--- config.mk ---
export PLATFORM = sky130hd
export DESIGN_NAME = prp_cordic_stage
export DESIGN_NICKNAME = d
export VERILOG_FILES = /design/src/rtl/prp_pkg.sv /design/src/rtl/prp_cordic_stage.sv
export SDC_FILE = /design/constraint.sdc
export NUM_CORES = 1
export LEC_CHECK = 0
export ABC_CLOCK_PERIOD_IN_PS = 3800
export BUFFER_PORTS_ARGS = -buffer_cell sky130_fd_sc_hd__buf_2
export CORE_ASPECT_RATIO = 1.75
export CORE_MARGIN = 2
export CORE_UTILIZATION = 52
export DETAILED_ROUTE_END_ITERATION = 8
export GPL_TIMING_DRIVEN = 0
export PLACE_DENSITY = 0.92
export SLEW_MARGIN = 0
export SYNTH_ARGS = -nofsm -noshare
export SYNTH_HDL_FRONTEND = slang
export SYNTH_SLANG_ARGS = --single-unit
--- constraint.sdc ---
create_clock -name clk -period 3.8 [get_ports clk]
set_input_delay 0.38 -clock clk [delete_from_list [all_inputs] [get_ports clk]]
set_output_delay 0.38 -clock clk [all_outputs]
set_load 0.02 [all_outputs]
--- src/rtl/prp_pkg.sv ---
// Shared constants, types and the arctangent table of the point rotation block.
`default_nettype none

package prp_pkg;

    localparam int COORD_WIDTH_DEF   = 16;
    localparam int CORDIC_STAGES_DEF = 16;

    localparam int ANG_W     = 18;   // angle register, degrees * 256
    localparam int RED_W     = 19;   // angle during turn reduction
    localparam int Z_W       = 25;   // residual angle, 2^-16 degree
    localparam int CS_W      = 19;   // cosine and sine, Q2.16
    localparam int ATAN_W    = 23;
    localparam int FRAC_BITS = 16;
    localparam int ANG_SHIFT = 8;    // 2^-8 degree to 2^-16 degree
    localparam int PADDR_W   = 4;
    localparam int PDATA_W   = 32;

    localparam logic signed [RED_W-1:0] FULL_TURN    = 19'sd92160;
    localparam logic signed [RED_W-1:0] HALF_TURN    = 19'sd46080;
    localparam logic signed [RED_W-1:0] QUARTER_TURN = 19'sd23040;

    // 1/K of the CORDIC gain in Q2.16
    localparam logic signed [CS_W-1:0] CORDIC_GAIN_INV = 19'sd39797;

    typedef enum logic [1:0] {
        REG_ANGLE   = 2'd0,
        REG_PIVOT_X = 2'd1,
        REG_PIVOT_Y = 2'd2
    } reg_idx_t;

    // Vector rotated by the CORDIC chain
    typedef struct packed {
        logic                   flip;   // half turn folded out: negate cos and sin
        logic signed [CS_W-1:0] x;
        logic signed [CS_W-1:0] y;
        logic signed [Z_W-1:0]  z;
    } cordic_vec_t;

    // atan(2^-i) in 2^-16 degree
    function automatic logic [ATAN_W-1:0] atan_q16(input int unsigned idx);
        logic [ATAN_W-1:0] val;
        case (idx)
            0:       val = 23'd2949120;
            1:       val = 23'd1740967;
            2:       val = 23'd919879;
            3:       val = 23'd466945;
            4:       val = 23'd234379;
            5:       val = 23'd117304;
            6:       val = 23'd58666;
            7:       val = 23'd29335;
            8:       val = 23'd14668;
            9:       val = 23'd7334;
            10:      val = 23'd3667;
            11:      val = 23'd1833;
            12:      val = 23'd917;
            13:      val = 23'd458;
            14:      val = 23'd229;
            15:      val = 23'd115;
            16:      val = 23'd57;
            17:      val = 23'd29;
            18:      val = 23'd14;
            19:      val = 23'd7;
            20:      val = 23'd4;
            21:      val = 23'd2;
            22:      val = 23'd1;
            default: val = 23'd0;
        endcase
        return val;
    endfunction

endpackage

`default_nettype wire

--- src/rtl/prp_cordic_stage.sv ---
// One registered CORDIC micro-rotation with its own valid/ready stage control.
`default_nettype none

module prp_cordic_stage
    import prp_pkg::*;
#(
    parameter int COORD_WIDTH = COORD_WIDTH_DEF,
    parameter int STAGE       = 0
) (
    input  wire logic                        clk,
    input  wire logic                        rst_n,
    input  wire logic                        in_valid,
    output logic                             in_ready,
    input  wire cordic_vec_t                 in_vec,
    input  wire logic signed [COORD_WIDTH:0] in_dx,
    input  wire logic signed [COORD_WIDTH:0] in_dy,
    output logic                             out_valid,
    input  wire logic                        out_ready,
    output cordic_vec_t                      out_vec,
    output logic signed [COORD_WIDTH:0]      out_dx,
    output logic signed [COORD_WIDTH:0]      out_dy
);

    localparam logic signed [Z_W-1:0] ANGLE_STEP = Z_W'(atan_q16(STAGE));

    logic                         valid_reg;
    cordic_vec_t                  vec_reg;
    cordic_vec_t                  vec_next;
    logic signed [COORD_WIDTH:0]  dx_reg;
    logic signed [COORD_WIDTH:0]  dy_reg;
    logic signed [CS_W-1:0]       x_sh;
    logic signed [CS_W-1:0]       y_sh;

    // rotate towards zero residual angle
    always_comb
    begin
        x_sh          = $signed(in_vec.x) >>> STAGE;
        y_sh          = $signed(in_vec.y) >>> STAGE;
        vec_next.flip = in_vec.flip;
        if (!in_vec.z[Z_W-1])
        begin
            vec_next.x = $signed(in_vec.x) - y_sh;
            vec_next.y = $signed(in_vec.y) + x_sh;
            vec_next.z = $signed(in_vec.z) - ANGLE_STEP;
        end
        else
        begin
            vec_next.x = $signed(in_vec.x) + y_sh;
            vec_next.y = $signed(in_vec.y) - x_sh;
            vec_next.z = $signed(in_vec.z) + ANGLE_STEP;
        end
    end

    assign in_ready = !valid_reg || out_ready;

    always_ff @(posedge clk or negedge rst_n)
    begin
        if (!rst_n)
        begin
            valid_reg <= 1'b0;
        end
        else if (in_ready)
        begin
            valid_reg <= in_valid;
        end
    end

    always_ff @(posedge clk)
    begin
        if (in_valid && in_ready)
        begin
            vec_reg <= vec_next;
            dx_reg  <= in_dx;
            dy_reg  <= in_dy;
        end
    end

    assign out_valid = valid_reg;
    assign out_vec   = vec_reg;
    assign out_dx    = dx_reg;
    assign out_dy    = dy_reg;

endmodule

`default_nettype wire

Yosys cells after proc, flatten, opt, wreduce, memory -nomap -nowiden
Index checks and enable logic that the tools add are counted.
{ "word_totals": {"reg_bits": 99, "latch_bits": 0, "mem_bits_rw": 0, "mem_bits_ro": 0, "wordCells": 16, "mem_count": 0} }
{ "op_classes": {"add_sub_neg": 5, "mul": 0, "div": 0, "order_cmp": 0, "n_eq_ne": 0, "n_shift": 0, "n_mux": 1, "bitwise": 0, "reduce_logical": 3} }
{ "ops": {"columns": ["cell", "count"], "rows": [
  ["two-way mux 63 bit", 1],
  ["subtractor 19 bit", 2],
  ["adder 25 x 23 -> 25 bit, second input constant", 1],
  ["subtractor 25 x 23 -> 25 bit, second input constant", 1],
  ["adder 19 bit", 1],
  ["logical AND 1 bit", 1],
  ["logical NOT 1 bit", 1],
  ["logical OR 1 bit", 1]
]} }

Longest topological paths before layout
{ "logic_depth": {"word_depth": 3, "depth_mapped": 10} }

Worst setup path before layout
Ideal clock, no wire load.
{ "synth_path": {"path_kind": "flip-flop to flip-flop", "startpoint": "reg valid_reg, in the netlist out_valid", "endpoint": "reg dx_reg[0], in the netlist out_dx[0], enable pin", "arrival_ns": 2.991, "t_required_ns": 3.334, "slack_ns": 0.343, "stages_incl_launch_ff": 3, "n_path_buf": 0, "synth_period_minus_slack_ns": 3.457, "path_cell_list": "dfrtp_1 -> nand2b_1 -> and2_1"} }
{ "synth_between": {"elab_chain_len": 3} }
{ "synth_lines": {"columns": ["element", "line", "rtl"], "rows": [
  ["start, declared", "prp_cordic_stage.sv:26", "logic valid_reg;"],
  ["start signal, assigned", "prp_cordic_stage.sv:64", "valid_reg <= in_valid;"],
  ["logical NOT 1 bit", "prp_cordic_stage.sv:54", "assign in_ready = !valid_reg || out_ready;"],
  ["logical OR 1 bit", "prp_cordic_stage.sv:54", null],
  ["named net in_ready", "prp_cordic_stage.sv:13", "output logic in_ready,"],
  ["logical AND 1 bit", "prp_cordic_stage.sv:70", "if (in_valid && in_ready)"],
  ["end signal, assigned", "prp_cordic_stage.sv:73", "dx_reg <= in_dx;"],
  ["end, declared", "prp_cordic_stage.sv:29", "logic signed [COORD_WIDTH:0] dx_reg;"]
]} }
The timed path passes the listed nets, and every way through them passes these cells.
A chain may end at the register's enable or synchronous reset.

==> metrics.txt <==
Synth Area in Simple Gates 8.50%; Avg Cell Area, Syn 11.1 µm²; ys flop type edfxtp_1; overall routing resource usage 26.1%; Static Leakage 0.00342 µW; max-slew violation count 0; routed vias 5,133; largest family of logic cells by synthesized area compound AO/OA/AOI/OAI gates; Starting Density 52.9%; Die Ht 147 µm; Filler cells 910; clk slew on worst S/H paths 70 ps; sequential fraction of design power 43.5%; final worst path period need 2890 ps; DRT antenna net count 0; worst hold start in_dx[11]; share of layout cells above drive strength 1 30.0%; fmax 346 MHz; P per Cell Area 404 nW/µm²; reg-to-reg startpoint out_valid; CP Launch Point in_vec[24]; Syn-to-layout area delta 25.0%; Worst Hold Class in2reg; Max H-tree Level 3; total gr overflow 0; clock latency on the worst-skew pair 340 ps; largest net degree at the start of global routing 55; global-route wire length before repair 25.6 mm; I/O Buffers 201; clk sink count 98; distinct cell type count after synthesis 62; drt drc 25; critical path class in2reg; RSZ-0062 raised after global routing no; Die X 85.8 µm; wirelength, routed 16.8 mm; setup bufs post-CTS 0; antenna cell count 0; drt initial violations 449; Max VDD drop 206 µV; Final Core Density 66.1%; CTS tree yes; Sw Ratio 31.8%; num ports 202; Slew HR 44.8%; actual transition at the worst max-transition pin 828 ps; core area 11,500 µm²; ys async rst share 1.02%; element type at the critical path end flop; WHS 210 ps; sequential fraction of the synthesis area 48.2%; die area 12,600 µm²; hpwl dp 13.5 mm; Num CTS Buffers 9; logic gate share of total power 27.7%; synthesized area 6090 µm²; Gate Count Post-Synth 551; Post-Synth XOR/XNOR Area 5.90%; final setup vio count 0; Clk pwr share 28.8%; syn nets 718; Root Buffer clkbuf_16; Synth Area in Adders 13.8%; status finished with violations; Pre-antenna DRT Iters 7; period utilization 76.0%; Pint 2100 µW; Startpoint Class input port; flops & latches, synth 98; Std-Cell Rows 52; CP max FO 14; vias per cell 5.67; vias in the first global route 5,103; initial antenna violation count 0; Placed Cells 888; net switching power 978 µW; number of enable flip-flop cells after synthesis 97; endpoints failing hold 0; CTS Hold Bufs 1; Max Clock Skew 8.34 ps; Resized Gates After CTS 0; Worst Path Arrival 3060 ps; Synth Warn # 0; CTS max path bufs 2; Worst Path Required 3980 ps; mux contribution to synthesized area 1.48%; final std cells w/o fill 905; complex-gate fraction of the synthesized area 17.2%; failing checks design-rule violations; Max Cap Violations 0; fin nets 932; GP Congestion 0.962; Reg2Reg Setup Slack 2070 ps; wire per inst 18.5 µm
path summary, 6_finish.rpt:
check	to	cells past startpoint
max	out_vec[24]	11
min	out_dx[11]	1
max reg2reg	out_vec[37]	3
min reg2reg	out_valid	2
max in group asynchronous	out_valid	2
min in group asynchronous	out_valid	2
Yosys cell counts, types with 5 or more instances:
cell type	instances	area (µm²)
edfxtp_1	97	2910
ha_1	61	763
inv_1	54	203
a21oi_1	49	245
xnor2_1	37	324
nand2_1	29	109
o21ai_0	21	105
nor2_1	20	75.1
a21o_1	12	90.1
o21ai_1	12	60.1
clkbuf_1	11	41.3
nand3_1	10	50.1
mux2i_1	9	90.1
o21bai_1	9	67.6
nand2b_1	8	50.1
nor2b_1	7	43.8
buf_1	6	22.5
nor3_1	6	30.0
a211oi_1	5	37.5
nand4_1	5	31.3
o21a_1	5	37.5
cell type report:
cell class | instances | area, µm² | area share [%]
repair buffers | 203 | 1040 | 13.7
well taps | 135 | 169 | 2.22
multi-input cells | 376 | 2860 | 37.5
clock inverters | 7 | 81.3 | 1.07
flip-flops and latches | 98 | 2940 | 38.6
inverters | 55 | 206 | 2.71
clock buffers | 9 | 225 | 2.96
plain buffers | 22 | 91.3 | 1.20
per-stage QoR:
stage,setup slack (ps),TNS [ps],area [µm²],total power (µW)
after floorplan,343,0,6090,1920
after global routing,649,0,7610,3200
after detailed placement,578,0,7300,2200
final,912,0,7610,3080
after global placement,-174,-16390,7270,2180
after CTS,924,0,7610,3080
registers in the layout, summed over array words and instances, names as in the netlist:
register   cells
out_dx        17
out_dy        17
out_valid      1
out_vec       63
logic make-up (layout without fill, tap and decap cells):
logic type               count (synthesis)  count (layout)
AO/OA/AOI/OAI                          158             158
XOR/XNOR                                41              41
adder cells (fa/ha/maj)                 65              65
buffers and inverters                   77             296
flip-flops                              98              98
multiplexers                             9               9
AND/OR/NAND/NOR                        103             103
per-layer routing:
layer	vias up	GRT usage [%]	share of wire, %
met1	2425	27.5	35
li1	2428	-	-
met4	0	12.4	3.8
met3	44	3.31	7.1
met5	-	0	0
met2	236	49.8	54
layout by cell type (no fill, tap or decap), types with 10 or more instances in the layout:
cell and instances:
ha_1 61, a21o_1 12, clkbuf_1 11, xnor2_1 37, o21ai_1 12, nor2_1 20
buf_2 205, nand2_1 29, a21oi_1 49, inv_1 54, nand3_1 10, o21ai_0 21
edfxtp_1 97
critical path, cell delays in order:
cell      delay [ps]
buf_2            150
clkbuf_1         410
inv_1            170
clkbuf_1         410
fa_1             550
a21o_1           210
a21oi_1          210
o21bai_1          90
a21oi_1          240
nor2_1            80
a211oi_1         160
power groups by stage:
stage / clock network (µW) / registers (µW) / logic, µW
after global routing: 933 / 1350 / 917
after floorplan: 0 / 1480 / 434
after global placement: 0 / 1360 / 819
final: 886 / 1340 / 852
after CTS: 895 / 1340 / 841
after detailed placement: 0 / 1360 / 837
Note: power is estimated with default switching activity, not from simulation.
